===== config.mk =====
export PLATFORM = sky130hd
export DESIGN_NAME = rotating_priority_task_select_unit
export DESIGN_NICKNAME = d
export VERILOG_FILES = /design/src/sv/rpts_pkg.sv /design/src/sv/rpts_ram.sv /design/src/sv/rpts_front.sv /design/src/sv/rpts_queue.sv /design/src/sv/rpts_back.sv /design/src/sv/rotating_priority_task_select_unit.sv
export SDC_FILE = /design/constraint.sdc
export NUM_CORES = 1
export LEC_CHECK = 0
export BUFFER_PORTS_ARGS = -buffer_cell sky130_fd_sc_hd__buf_4
export CAP_MARGIN = 30
export CELL_PAD_IN_SITES_DETAIL_PLACEMENT = 1
export CELL_PAD_IN_SITES_GLOBAL_PLACEMENT = 2
export CORE_ASPECT_RATIO = 1.75
export CORE_MARGIN = 8
export CORE_UTILIZATION = 43
export DETAILED_ROUTE_END_ITERATION = 6
export GPL_TIMING_DRIVEN = 0
export PLACE_DENSITY = 0.84
export SLEW_MARGIN = 20
export SYNTH_ARGS = -nofsm -noshare
export SYNTH_HDL_FRONTEND = slang
export SYNTH_SLANG_ARGS = --single-unit
export TNS_END_PERCENT = 50

===== constraint.sdc =====
create_clock -name clk -period 2.4 [get_ports clk]
set_clock_uncertainty 0.05 [all_clocks]
set_input_delay 0.24 -clock clk [delete_from_list [all_inputs] [get_ports clk]]
set_output_delay 0.24 -clock clk [all_outputs]
set_load 0.05 [all_outputs]

===== src/sv/rpts_pkg.sv =====
// Shared types and constants for the rotating priority task select unit.
// Used by every module of the block but rpts_ram; depends on nothing.
package rpts_pkg;

  // Default table size and fixed field widths
  localparam int SLOT_COUNT_DEF = 64;
  localparam int SLOT_W         = 6;
  localparam int PRI_W          = 8;
  localparam int TOTAL_W        = 31;

  // Marker priority above every real priority (no pick yet)
  localparam int PRIORITY_NONE  = 256;

  // Command queue between front and back
  localparam int QUEUE_DEPTH    = 2;
  localparam int QPTR_W         = $clog2(QUEUE_DEPTH);
  localparam int QCNT_W         = $clog2(QUEUE_DEPTH + 1);

  typedef enum logic {
    OP_WRITE  = 1'b0,
    OP_SELECT = 1'b1
  } op_t;

  // One input word
  typedef struct packed {
    op_t               operation;
    logic [SLOT_W-1:0] slot;
    logic              runnable;
    logic              loaded;
    logic [PRI_W-1:0]  priority_req;
  } in_item_t;

  // One result word
  typedef struct packed {
    logic               found;
    logic [SLOT_W-1:0]  chosen_slot;
    logic [PRI_W-1:0]   chosen_priority;
    logic [TOTAL_W-1:0] switch_total;
  } out_item_t;

  // One slot table entry as stored in the RAM
  typedef struct packed {
    logic             runnable;
    logic             loaded;
    logic [PRI_W-1:0] priority_val;
  } entry_t;

  localparam int ENTRY_W = $bits(entry_t);

  // Classified command held in the queue
  typedef struct packed {
    op_t               op;
    logic [SLOT_W-1:0] slot;
    entry_t            entry;
  } cmd_t;

  // Queue status seen by front and back
  typedef struct packed {
    logic empty;
    logic full;
  } q_status_t;

  // Back end sequencer states
  typedef enum logic [1:0] {
    BK_IDLE,
    BK_SCAN,
    BK_FINISH
  } bk_state_t;

endpackage


===== src/sv/rpts_ram.sv =====
// Generic single-write, single-read RAM with registered read data.
// Holds the slot table; no dependencies.
module rpts_ram #(
  parameter int WIDTH = 10,
  parameter int DEPTH = 64
) (
  input  logic                     clk,
  input  logic                     we,
  input  logic [$clog2(DEPTH)-1:0] waddr,
  input  logic [WIDTH-1:0]         wdata,
  input  logic [$clog2(DEPTH)-1:0] raddr,
  output logic [WIDTH-1:0]         rdata
);

  logic [WIDTH-1:0] mem_r [DEPTH];
  logic [WIDTH-1:0] rdata_r;

  // Write port and registered read port
  always_ff @(posedge clk) begin
    if (we) begin
      mem_r[waddr] <= wdata;
    end
    rdata_r <= mem_r[raddr];
  end

  assign rdata = rdata_r;

endmodule


===== src/sv/rpts_front.sv =====
// Front end: takes input words, classifies them and pushes commands.
// Depends on rpts_pkg; feeds rpts_queue.
module rpts_front
  import rpts_pkg::*;
#(
  parameter int SLOT_COUNT = SLOT_COUNT_DEF
) (
  input  in_item_t  in_item,
  input  logic      start,
  input  q_status_t q_stat,
  output logic      busy,
  output logic      push,
  output cmd_t      cmd
);

  logic accept;
  logic in_range;
  logic keep;

  // Hold off new words only while the queue is full
  assign busy   = q_stat.full;
  assign accept = start && !busy;

  // Drop writes aimed past the end of the table
  assign in_range = (9'(in_item.slot) < 9'(SLOT_COUNT));
  assign keep     = (in_item.operation == OP_SELECT) || in_range;
  assign push     = accept && keep;

  // Build the command word
  always_comb begin
    cmd.op                 = in_item.operation;
    cmd.slot               = in_item.slot;
    cmd.entry.runnable     = in_item.runnable;
    cmd.entry.loaded       = in_item.loaded;
    cmd.entry.priority_val = in_item.priority_req;
  end

endmodule


===== src/sv/rpts_queue.sv =====
// Short command queue between front and back end.
// Depends on rpts_pkg.
module rpts_queue
  import rpts_pkg::*;
(
  input  logic      clk,
  input  logic      rst_n,
  input  logic      push,
  input  cmd_t      push_cmd,
  input  logic      pop,
  output cmd_t      head,
  output q_status_t q_stat
);

  cmd_t              mem_r [QUEUE_DEPTH];
  logic [QPTR_W-1:0] wr_ptr_r;
  logic [QPTR_W-1:0] rd_ptr_r;
  logic [QCNT_W-1:0] count_r;
  logic              do_push;
  logic              do_pop;

  assign q_stat.empty = (count_r == '0);
  assign q_stat.full  = (count_r == QCNT_W'(QUEUE_DEPTH));
  assign do_push      = push && !q_stat.full;
  assign do_pop       = pop && !q_stat.empty;
  assign head         = mem_r[rd_ptr_r];

  // Store pushed commands
  always_ff @(posedge clk) begin
    if (do_push) begin
      mem_r[wr_ptr_r] <= push_cmd;
    end
  end

  // Advance pointers and occupancy
  always_ff @(posedge clk) begin
    if (!rst_n) begin
      wr_ptr_r <= '0;
      rd_ptr_r <= '0;
      count_r  <= '0;
    end else begin
      if (do_push) begin
        wr_ptr_r <= wr_ptr_r + QPTR_W'(1);
      end
      if (do_pop) begin
        rd_ptr_r <= rd_ptr_r + QPTR_W'(1);
      end
      if (do_push && !do_pop) begin
        count_r <= count_r + QCNT_W'(1);
      end else if (do_pop && !do_push) begin
        count_r <= count_r - QCNT_W'(1);
      end
    end
  end

endmodule


===== src/sv/rpts_back.sv =====
// Back end: applies slot writes and runs the rotating priority scan.
// Depends on rpts_pkg and rpts_ram; drains rpts_queue.
module rpts_back
  import rpts_pkg::*;
#(
  parameter int SLOT_COUNT = SLOT_COUNT_DEF
) (
  input  logic      clk,
  input  logic      rst_n,
  input  cmd_t      head,
  input  q_status_t q_stat,
  output logic      pop,
  output logic      out_valid,
  output out_item_t out_item
);

  localparam int IDX_W = $clog2(SLOT_COUNT);
  localparam int CNT_W = $clog2(SLOT_COUNT + 1);

  bk_state_t          state_r, state_nxt;
  logic [IDX_W-1:0]   last_r, last_nxt;
  logic [TOTAL_W-1:0] total_r, total_nxt;
  logic [IDX_W-1:0]   rd_idx_r, rd_idx_nxt;
  logic [CNT_W-1:0]   issue_cnt_r, issue_cnt_nxt;
  logic               cmp_vld_r, cmp_vld_nxt;
  logic [IDX_W-1:0]   cmp_idx_r;
  logic               cmp_written_r;
  logic [PRI_W:0]     best_pri_r, best_pri_nxt;
  logic [IDX_W-1:0]   best_idx_r, best_idx_nxt;
  logic               out_valid_r, out_valid_nxt;
  out_item_t          out_item_r, out_item_nxt;
  logic [SLOT_COUNT-1:0] written_r;

  logic               ram_we;
  logic [IDX_W-1:0]   wr_idx;
  entry_t             rd_entry;
  logic               eligible;
  logic               found;
  logic [TOTAL_W-1:0] total_inc;

  // Next slot in rotation order
  function automatic logic [IDX_W-1:0] next_idx(input logic [IDX_W-1:0] i);
    if (i == IDX_W'(SLOT_COUNT - 1)) begin
      return '0;
    end
    return i + IDX_W'(1);
  endfunction

  assign wr_idx = IDX_W'(head.slot);

  rpts_ram #(
    .WIDTH(ENTRY_W),
    .DEPTH(SLOT_COUNT)
  ) u_table (
    .clk  (clk),
    .we   (ram_we),
    .waddr(wr_idx),
    .wdata(head.entry),
    .raddr(rd_idx_r),
    .rdata(rd_entry)
  );

  // Slot eligible when written, runnable, loaded and strictly better
  assign eligible = cmp_vld_r && cmp_written_r && rd_entry.runnable && rd_entry.loaded
                    && ({1'b0, rd_entry.priority_val} < best_pri_r);
  assign found     = !best_pri_r[PRI_W];
  assign total_inc = (&total_r) ? '0 : total_r + TOTAL_W'(1);

  // Sequencer: next state and datapath control
  always_comb begin
    state_nxt     = state_r;
    last_nxt      = last_r;
    total_nxt     = total_r;
    rd_idx_nxt    = rd_idx_r;
    issue_cnt_nxt = issue_cnt_r;
    cmp_vld_nxt   = 1'b0;
    best_pri_nxt  = best_pri_r;
    best_idx_nxt  = best_idx_r;
    out_valid_nxt = 1'b0;
    out_item_nxt  = out_item_r;
    pop           = 1'b0;
    ram_we        = 1'b0;
    unique case (state_r)
      BK_IDLE: begin
        if (!q_stat.empty) begin
          pop = 1'b1;
          if (head.op == OP_SELECT) begin
            rd_idx_nxt    = next_idx(last_r);
            issue_cnt_nxt = '0;
            best_pri_nxt  = (PRI_W + 1)'(PRIORITY_NONE);
            best_idx_nxt  = '0;
            state_nxt     = BK_SCAN;
          end else begin
            ram_we = 1'b1;
          end
        end
      end
      BK_SCAN: begin
        // Issue one table read a cycle, compare the one that returned
        if (issue_cnt_r != CNT_W'(SLOT_COUNT)) begin
          rd_idx_nxt    = next_idx(rd_idx_r);
          issue_cnt_nxt = issue_cnt_r + CNT_W'(1);
          cmp_vld_nxt   = 1'b1;
        end else begin
          state_nxt = BK_FINISH;
        end
        if (eligible) begin
          best_pri_nxt = {1'b0, rd_entry.priority_val};
          best_idx_nxt = cmp_idx_r;
        end
      end
      BK_FINISH: begin
        out_valid_nxt = 1'b1;
        if (found) begin
          total_nxt                    = total_inc;
          last_nxt                     = best_idx_r;
          out_item_nxt.found           = 1'b1;
          out_item_nxt.chosen_slot     = SLOT_W'(best_idx_r);
          out_item_nxt.chosen_priority = best_pri_r[PRI_W-1:0];
          out_item_nxt.switch_total    = total_inc;
        end else begin
          out_item_nxt.found           = 1'b0;
          out_item_nxt.chosen_slot     = '0;
          out_item_nxt.chosen_priority = '0;
          out_item_nxt.switch_total    = total_r;
        end
        state_nxt = BK_IDLE;
      end
      default: begin
        state_nxt = BK_IDLE;
      end
    endcase
  end

  // Control state and result register
  always_ff @(posedge clk) begin
    if (!rst_n) begin
      state_r     <= BK_IDLE;
      last_r      <= '0;
      total_r     <= '0;
      cmp_vld_r   <= 1'b0;
      out_valid_r <= 1'b0;
      out_item_r  <= '0;
      written_r   <= '0;
    end else begin
      state_r     <= state_nxt;
      last_r      <= last_nxt;
      total_r     <= total_nxt;
      cmp_vld_r   <= cmp_vld_nxt;
      out_valid_r <= out_valid_nxt;
      out_item_r  <= out_item_nxt;
      if (ram_we) begin
        written_r[wr_idx] <= 1'b1;
      end
    end
  end

  // Scan datapath; track index and written bit alongside the RAM read
  always_ff @(posedge clk) begin
    rd_idx_r      <= rd_idx_nxt;
    issue_cnt_r   <= issue_cnt_nxt;
    best_pri_r    <= best_pri_nxt;
    best_idx_r    <= best_idx_nxt;
    cmp_idx_r     <= rd_idx_r;
    cmp_written_r <= written_r[rd_idx_r];
  end

  assign out_valid = out_valid_r;
  assign out_item  = out_item_r;

endmodule


===== src/sv/rotating_priority_task_select_unit.sv =====
// Rotating priority task select unit: top level.
// Depends on rpts_pkg, rpts_front, rpts_queue and rpts_back.
//
// A word is taken when start is high and busy is low; a two-entry command
// queue sits behind the input, so busy only rises when that queue is full.
// A word that reaches an empty queue with the back end idle leaves the queue
// in the cycle after it is taken. A write word updates one slot in the cycle
// it leaves the queue and gives no result; a write to a slot at or past
// SLOT_COUNT is dropped. A select word leaves the queue in a dispatch state,
// then the back end scans the table (one table RAM read issued per cycle, the
// last read compared once it returns) and makes its decision; it pops no
// further word until then. Its result shows in the cycle after the decision.
// The result is shown for one cycle with out_valid high and cannot be held
// off by the receiver. The table comes out of reset empty through per-slot
// written bits, so no clearing pass runs after reset.
module rotating_priority_task_select_unit
  import rpts_pkg::*;
#(
  parameter int SLOT_COUNT = SLOT_COUNT_DEF
) (
  input  logic      clk,
  input  logic      rst_n,
  input  logic      start,
  output logic      busy,
  input  in_item_t  in_item,
  output logic      out_valid,
  output out_item_t out_item
);

  logic      push;
  cmd_t      push_cmd;
  logic      pop;
  cmd_t      head;
  q_status_t q_stat;

  rpts_front #(
    .SLOT_COUNT(SLOT_COUNT)
  ) u_front (
    .in_item(in_item),
    .start  (start),
    .q_stat (q_stat),
    .busy   (busy),
    .push   (push),
    .cmd    (push_cmd)
  );

  rpts_queue u_queue (
    .clk     (clk),
    .rst_n   (rst_n),
    .push    (push),
    .push_cmd(push_cmd),
    .pop     (pop),
    .head    (head),
    .q_stat  (q_stat)
  );

  rpts_back #(
    .SLOT_COUNT(SLOT_COUNT)
  ) u_back (
    .clk      (clk),
    .rst_n    (rst_n),
    .head     (head),
    .q_stat   (q_stat),
    .pop      (pop),
    .out_valid(out_valid),
    .out_item (out_item)
  );

endmodule


==> summary.txt, run 1 <==
=====================================================================================
Average wire per cell in the routed design                                    32.1 um
Area grow syn2layout                                                            22.7%
Die boundary height                                                            390 um
Worst-path clk slew                                                             70 ps
Top library cells by usage in the layout, fill and taps aside            edfxtp_1, mux4_2, dfxtp_1, buf_4, nand2_1
Headroom to the max-slew limit                                                  0.318
Reg-to-Reg End                                                           u_back.cmp_written_r
Pwr dens                                                                 1050 mW/mm^2
Worst hold-check slack                                                         201 ps
Number of different library cells in the post-synthesis netlist                    57
Post-synth net total                                                             2065
Critical path class                                                           reg2reg
Maximum number of pins on one net before global-route repair                       65
Summed instance area of the synthesized netlist                           0.0344 mm^2
Final critical path time including I/O delays and setup                       2640 ps
Actual transition at the worst max-transition pin                             1020 ps
Worst path setup slack after routing                                          -240 ps
Overflow left after global routing                                                  0
Top Ports                                                                          68
Placer's final routability congestion estimate                                  0.891
Number of nets in the layout                                                     2337
Fin util                                                                        0.531
Die area                                                                  0.0897 mm^2
Row count                                                                         137
Synthesis warning total                                                             0
CTS tree                                                                          yes
Global-route wire length before repair                                         156 mm
Type of the worst min-delay path                                               in2reg
Worst setup path startpoint                                              u_back.rd_idx_r[0]
Finished layout cell area                                                 0.0422 mm^2
TritonCTS sink count                                                              875
Total power                                                                   44.5 mW
Post-synthesis average cell area                                            16.9 um^2
Nature of the critical path endpoint                                         register
Worst Path Max Fanout                                                               8
Via count of the first global-routing pass                                      22129
Final Hold Violating Endpoints                                                      0
Max-cap check violation count                                                       0
Outcome                                                                  complete, but fails checks
Detailed-route DRC error count                                                      2
Final setup vio count                                                              16
Vias per cell                                                                    5.95
GRT Total Usage                                                                 0.240
End point of the critical path                                           u_back.cmp_written_r
Placed Area                                                               0.0367 mm^2
Launching point of the worst reg2reg path                                u_back.rd_idx_r[0]
H-Tree Depth                                                                        3
Detailed Route WL                                                              109 mm
Starting utilization of the core area                                           0.433
Clock tree root driver cell                                                 clkbuf_16
Fraction of layout instances using a drive strength above 1                     0.329
Antenna violations before repair                                                    0
Most used flip-flop cell after synthesis                                     edfxtp_1
Worst path arrival time                                                       3140 ps
Post-Synthesis Cells                                                             2032
Most frequent standard cell in the layout excluding fill and tap cells       edfxtp_1
Number of cell instances on the worst register-to-register path                     7
Portion of the post-synthesis area used by sequential elements                  0.713
Fraction of registers with async set/reset                                          0
EDFF count, synth                                                                 702
Flip-flop and latch count after synthesis                                         875
Lkg Pwr                                                                       13.9 nW
Estimated wirelength of the detail-placed design                              70.1 mm
Register-to-register setup slack                                              -240 ps
Core Area                                                                 0.0795 mm^2
Count of pins over their slew limit                                                 0
Drt first-iter violations                                                        1909
Remaining number of nets flagged by the antenna check after routing                 0
Clock latency on the worst-skew pair                                           670 ps
Clock Tree Buf Depth                                                                3
Clock buffer count from CTS                                                        75
Iteration count of the initial detailed-routing pass                                7
Worst vdd ir                                                                 0.615 mV
DIE WIDTH                                                                      230 um
Worst EP required                                                             2900 ps
Violated checks                                                          DRC, setup timing
Peak Freq                                                                   0.379 GHz
Final worst path period share                                                    1.10
Count of vias placed by the detailed router                                     20283
Number of port buffers                                                             66
Startpoint type of the worst setup path                                      register
Unrepaired setup endpoints after global routing                                   yes
=====================================================================================
## where the power goes
part           internal, mW  switching [mW]  leakage [nW]
logic                  5.12            8.20          4.93
registers              18.1           0.397          7.75
clock network          6.89            5.84          1.21
total                  30.1            14.4          13.9
## cell usage after synthesis (all sizes together), types with 2 or more instances
cell,number,area [um^2]
nand3,43,215
o22ai,13,81.3
or4,3,30.0
nor4,9,71.3
o21a,64,480
nand4,10,62.6
ha,13,163
nand2b,7,43.8
a22oi,21,158
mux2,23,259
nor2,139,527
o41ai,3,26.3
xnor2,22,193
or3,17,111
nand3b,12,90.1
nor2b,11,68.8
buf,49,264
mux2i,34,340
or2,2,12.5
nor3b,2,15.0
edfxtp,702,21100
xor2,37,324
and2,20,125
a31oi,23,144
inv,20,75.1
nand2,133,502
o21ai,43,215
nor3,19,95.1
a21boi,7,52.6
o32ai,4,35.0
dfxtp,173,3460
and3,6,37.5
a21o,2,15.0
mux4,188,4230
and4,3,26.3
clkbuf,72,272
a21oi,58,290
a211oi,16,120
## worst max-delay path, cell delays in order (launching register included)
cell and delay [ps]:
edfxtp_1 500, buf_12 220, buf_16 200, buf_16 150, mux4_2 550, mux4_2 570
nand3b_1 170, nand2_1 80
## timing repair
item,4_1_cts,5_1_grt
gates cloned,1,4
gates resized for setup,379,101
setup endpoints to repair,1453,680
hold buffers,18,0
pin swaps,49,21
endpoints found under the hold margin,35,0
buffers inserted,64,14
## worst min path at each step
| stage | slack (ps) | end | from | depth (start not counted) |
|---|---|---|---|---|
| floorplan | 290 | u_queue.mem_r[0][0] | in_item[0] | 0 |
| global placement | 310 | u_back.cmp_idx_r[5] | u_back.rd_idx_r[5] | 0 |
| detailed placement | 330 | u_back.cmp_idx_r[5] | u_back.rd_idx_r[5] | 0 |
| CTS | 150 | u_back.state_r[1] | rst_n | 4 |
| global route | 230 | u_back.state_r[1] | rst_n | 4 |
| finish | 200 | u_back.state_r[1] | rst_n | 4 |
## state kept, by name, indices dropped and copies added, names as in the netlist, 7 cells and up, named ones only
name / count
u_back.out_item: 46
u_back.written_r: 64
u_back.u_table.mem_r: 640
u_back.u_table.rdata: 10
u_back.total_r: 31
u_queue.mem_r: 34
u_back.issue_cnt_r: 7
u_back.best_pri_r: 9
## stage by stage
| step | std cells | worst slack (ps) | TNS (ps) |
|---|---|---|---|
| after global placement | 3140 | -1460 | -1460570 |
| final | 3408 | -240 | -2240 |
| after CTS | 3388 | -189 | -3670 |
| after global routing | 3407 | -234 | -2780 |
| after detailed placement | 3178 | -1490 | -1243430 |
| after floorplan | 2032 | 9.04 | 0 |
## metal layers
layer,wire [um],track usage,up-vias
met4,9220,0.183,0
li1,-,-,8491
met3,5840,0.0386,332
met1,34600,0.234,10537
met2,59700,0.447,923
met5,0,0.000539,-
## kinds of logic after synthesis
| kind of cell | after synthesis | synth area share |
|---|---|---|
| muxes | 245 | 0.140 |
| AOI/OAI and AO/OA | 260 | 0.0488 |
| buffers and inverters | 141 | 0.0177 |
| and+or+nand+nor | 439 | 0.0599 |
| DFF | 875 | 0.713 |
| xor gates and xnor gates | 59 | 0.0150 |
| adders and majority gates | 13 | 0.00473 |
## layout make-up
cell class / instances / area (um^2)
Tap cell: 1042 / 1300
Inverter: 20 / 75.1
Clock buffer: 95 / 2040
Sequential cell: 875 / 24600
Timing Repair Buffer: 207 / 2230
Fill cell: 7288 / 37300
Buffer: 109 / 937
Multi-Input combinational cell: 1016 / 10600
Clock inverter: 43 / 465
Antenna cell: 1 / 2.50
Power figures use the tool's default switching activity.
==> inputs of run 2 (changes only) <==
ABC_AREA = 1   (was unset)
CORE_UTILIZATION = 37   (was 43)
==> summary.txt, run 2 <==
=====================================================================================
Outcome                                                                  complete, but fails checks
Violated checks                                                          setup timing
Most repeated cell in the gate-level netlist after synthesis                  nand2_1
Worst Path Max Fanout                                                              10
Highest-delay cell along the critical path                                   edfxtp_1
Final critical path time including I/O delays and setup                       2470 ps
GRT Total Usage                                                                 0.278
Number of stages on the worst hold path                                             3
Area grow syn2layout                                                            20.8%
CTS tree                                                                          yes
Clock latency on the worst-skew pair                                           690 ps
Lkg Pwr                                                                       15.9 nW
Adder-cell share of the synthesized area                                      0.00454
Startpoint type of the worst setup path                                      register
Largest register FFs                                                              640
Fraction of registers with async set/reset                                          0
Cell taking the most area after synthesis                                    edfxtp_1
EDFF count, synth                                                                 702
Detailed Route WL                                                              150 mm
Critical path, cell by cell                                              buf_8, clkbuf_8, clkbuf_2, nand2_1, nand3_1, nand3_1, nand3_1, nand3_1, nand2_1, nand2_1, nand2_1
Maximum number of pins on one net before global-route repair                       52
Worst path arrival time                                                       3020 ps
Share of the synthesized area in compound gates (AO/OA/AOI/OAI)                0.0384
Clock buffer count from CTS                                                        79
Estimated wirelength of the detail-placed design                               107 mm
H-Tree Depth                                                                        3
Die area                                                                   0.107 mm^2
Global-route wire length before repair                                         210 mm
Largest family of logic cells by synthesized area                        simple AND/OR/NAND/NOR gates
Most area-consuming cells after synthesis                                edfxtp_1, nand2_1, dfxtp_1
Pwr dens                                                                 1180 mW/mm^2
Vias per cell                                                                    5.49
Flip-flop and latch count after synthesis                                         875
Top library cells by usage in the layout, fill and taps aside            nand2_1, edfxtp_1, nand3_1, nor2_1, a21oi_1
Worst-path clk slew                                                             70 ps
Post-route insts no fill                                                         5081
Final worst path period share                                                    1.03
Multiplexer area fraction after synthesis                                     0.00314
Count of pins over their slew limit                                                 0
Most frequent standard cell in the layout excluding fill and tap cells        nand2_1
Core Area                                                                 0.0964 mm^2
Antenna violations before repair                                                    2
Worst EP required                                                             2950 ps
Iteration count of the initial detailed-routing pass                                5
Number of cells after detailed placement                                         4851
Count of vias placed by the detailed router                                     27898
Die boundary height                                                            428 um
Post-Synthesis Cells                                                             3533
Starting utilization of the core area                                           0.372
TritonCTS sink count                                                              875
Fraction of layout instances using a drive strength above 1                     0.158
Final setup vio count                                                               2
XOR/XNOR Fraction of Synth Area                                               0.00245
Drt first-iter violations                                                        2165
Post-synthesis share of cell area spent on and, or, nand and nor gates          0.226
Final Hold Violating Endpoints                                                      0
Number of cell instances on the worst register-to-register path                    11
Post-synthesis average cell area                                            10.1 um^2
Fin util                                                                        0.449
Portion of the post-synthesis area used by sequential elements                  0.685
Summed instance area of the synthesized netlist                           0.0358 mm^2
Placer's final routability congestion estimate                                   1.04
Critical path class                                                           reg2reg
Headroom to the max-slew limit                                                  0.280
Most used flip-flop cell after synthesis                                     edfxtp_1
Overflow left after global routing                                                  0
Max-cap check violation count                                                       0
Type of the worst min-delay path                                               in2reg
Via count of the first global-routing pass                                      29045
Number of fill cells                                                            10571
Remaining number of nets flagged by the antenna check after routing                 0
CP peak stage delay                                                            380 ps
Number of different library cells in the post-synthesis netlist                    38
Area fraction of the dominant cell type after synthesis                         0.589
Clock Tree Buf Depth                                                                3
Most instantiated cells after synthesis                                  nand2_1, edfxtp_1, nand3_1
Detailed-route DRC error count                                                      0
Worst path setup slack after routing                                         -66.4 ps
Top Ports                                                                          68
Peak Freq                                                                   0.405 GHz
Largest reg by FF count                                                  u_back.u_table.mem_r
Sum of negative setup slack                                                  -81.5 ps
Average wire per cell in the routed design                                    29.5 um
Number of port buffers                                                             67
Row count                                                                         151
Number of nets in the layout                                                     3824
Actual transition at the worst max-transition pin                             1080 ps
Nature of the critical path endpoint                                         register
Post-synth net total                                                             3566
Unrepaired setup endpoints after global routing                                   yes
Synthesis warning total                                                             0
DIE WIDTH                                                                      251 um
Worst vdd ir                                                                 0.496 mV
Clock tree root driver cell                                                 clkbuf_16
=====================================================================================
-- run 2: power breakdown --
group / leakage, nW / internal (mW) / switching, mW / total, mW
Combinational: 6.88 / 4.74 / 14.4 / 19.2
Sequential: 7.74 / 18.3 / 0.420 / 18.8
Clock: 1.27 / 7.19 / 6.03 / 13.2
Total: 15.9 / 30.3 / 20.9 / 51.2
-- run 2: cell type report --
type / count / area, um^2 / area share
antenna: 2 / 5.00 / 0.000116
clock buffer: 102 / 2230 / 0.0516
buffer: 177 / 1170 / 0.0271
tap: 1224 / 1530 / 0.0354
timing repair inverter: 3 / 22.5 / 0.000520
sequential: 875 / 24500 / 0.567
clock inverter: 43 / 403 / 0.00931
timing repair buffer: 174 / 1960 / 0.0454
multi-input combinational: 2284 / 10400 / 0.241
inverter: 197 / 977 / 0.0226
-- run 2: worst max-delay path, delay by kind of cell (launching register included) --
family,cells,cell delay (ps)
buffers and inverters,3,790
DFF,1,380
and+or+nand+nor,8,1150
-- run 2: metrics by stage --
stage	worst slack, ps	hold slack (ps)	cell area (um^2)	power [mW]
floorplan	114	289	35800	26.8
global placement	-1650	375	37900	34.9
detailed placement	-1280	377	38400	35.7
CTS	-91.1	36.4	42600	49.9
global route	-113	155	43300	52.4
finish	-66.4	144	43300	51.2
-- run 2: final timing paths --
| kind | start | end | slack (ps) |
|---|---|---|---|
| hold / removal | start | u_queue.mem_r[0][13] | 140 |
| hold reg to reg | u_back.rd_idx_r[3] | u_back.cmp_idx_r[3] | 400 |
| setup / recovery | u_back.rd_idx_r[0] | u_back.cmp_written_r | -70 |
| setup reg to reg | u_back.rd_idx_r[0] | u_back.cmp_written_r | -70 |
-- run 2: cells by family after synthesis --
| group | count (synthesis) |
|---|---|
| buf+inv | 374 |
| mux | 10 |
| xor+xnor | 10 |
| simple gates | 1986 |
| compound gates | 265 |
| fa+ha+maj | 13 |
| flops | 875 |
-- run 2: per-layer routing --
| layer | share of wire | GRT usage | up-vias |
|---|---|---|---|
| li1 | - | - | 12393 |
| met1 | 0.31 | 0.263 | 13824 |
| met2 | 0.51 | 0.498 | 1183 |
| met3 | 0.054 | 0.0474 | 498 |
| met4 | 0.12 | 0.277 | 0 |
| met5 | 0 | 0 | - |
-- run 2: timing repair --
| action | 4_1_cts | 5_1_grt |
|---|---|---|
| gates cloned | 1 | 2 |
| endpoints found under the hold margin | 41 | 0 |
| pin swaps | 9 | 9 |
| resized for setup | 315 | 142 |
| hold buffers | 18 | 0 |
| buffers inserted | 42 | 20 |
| setup endpoints to repair | 1045 | 1069 |
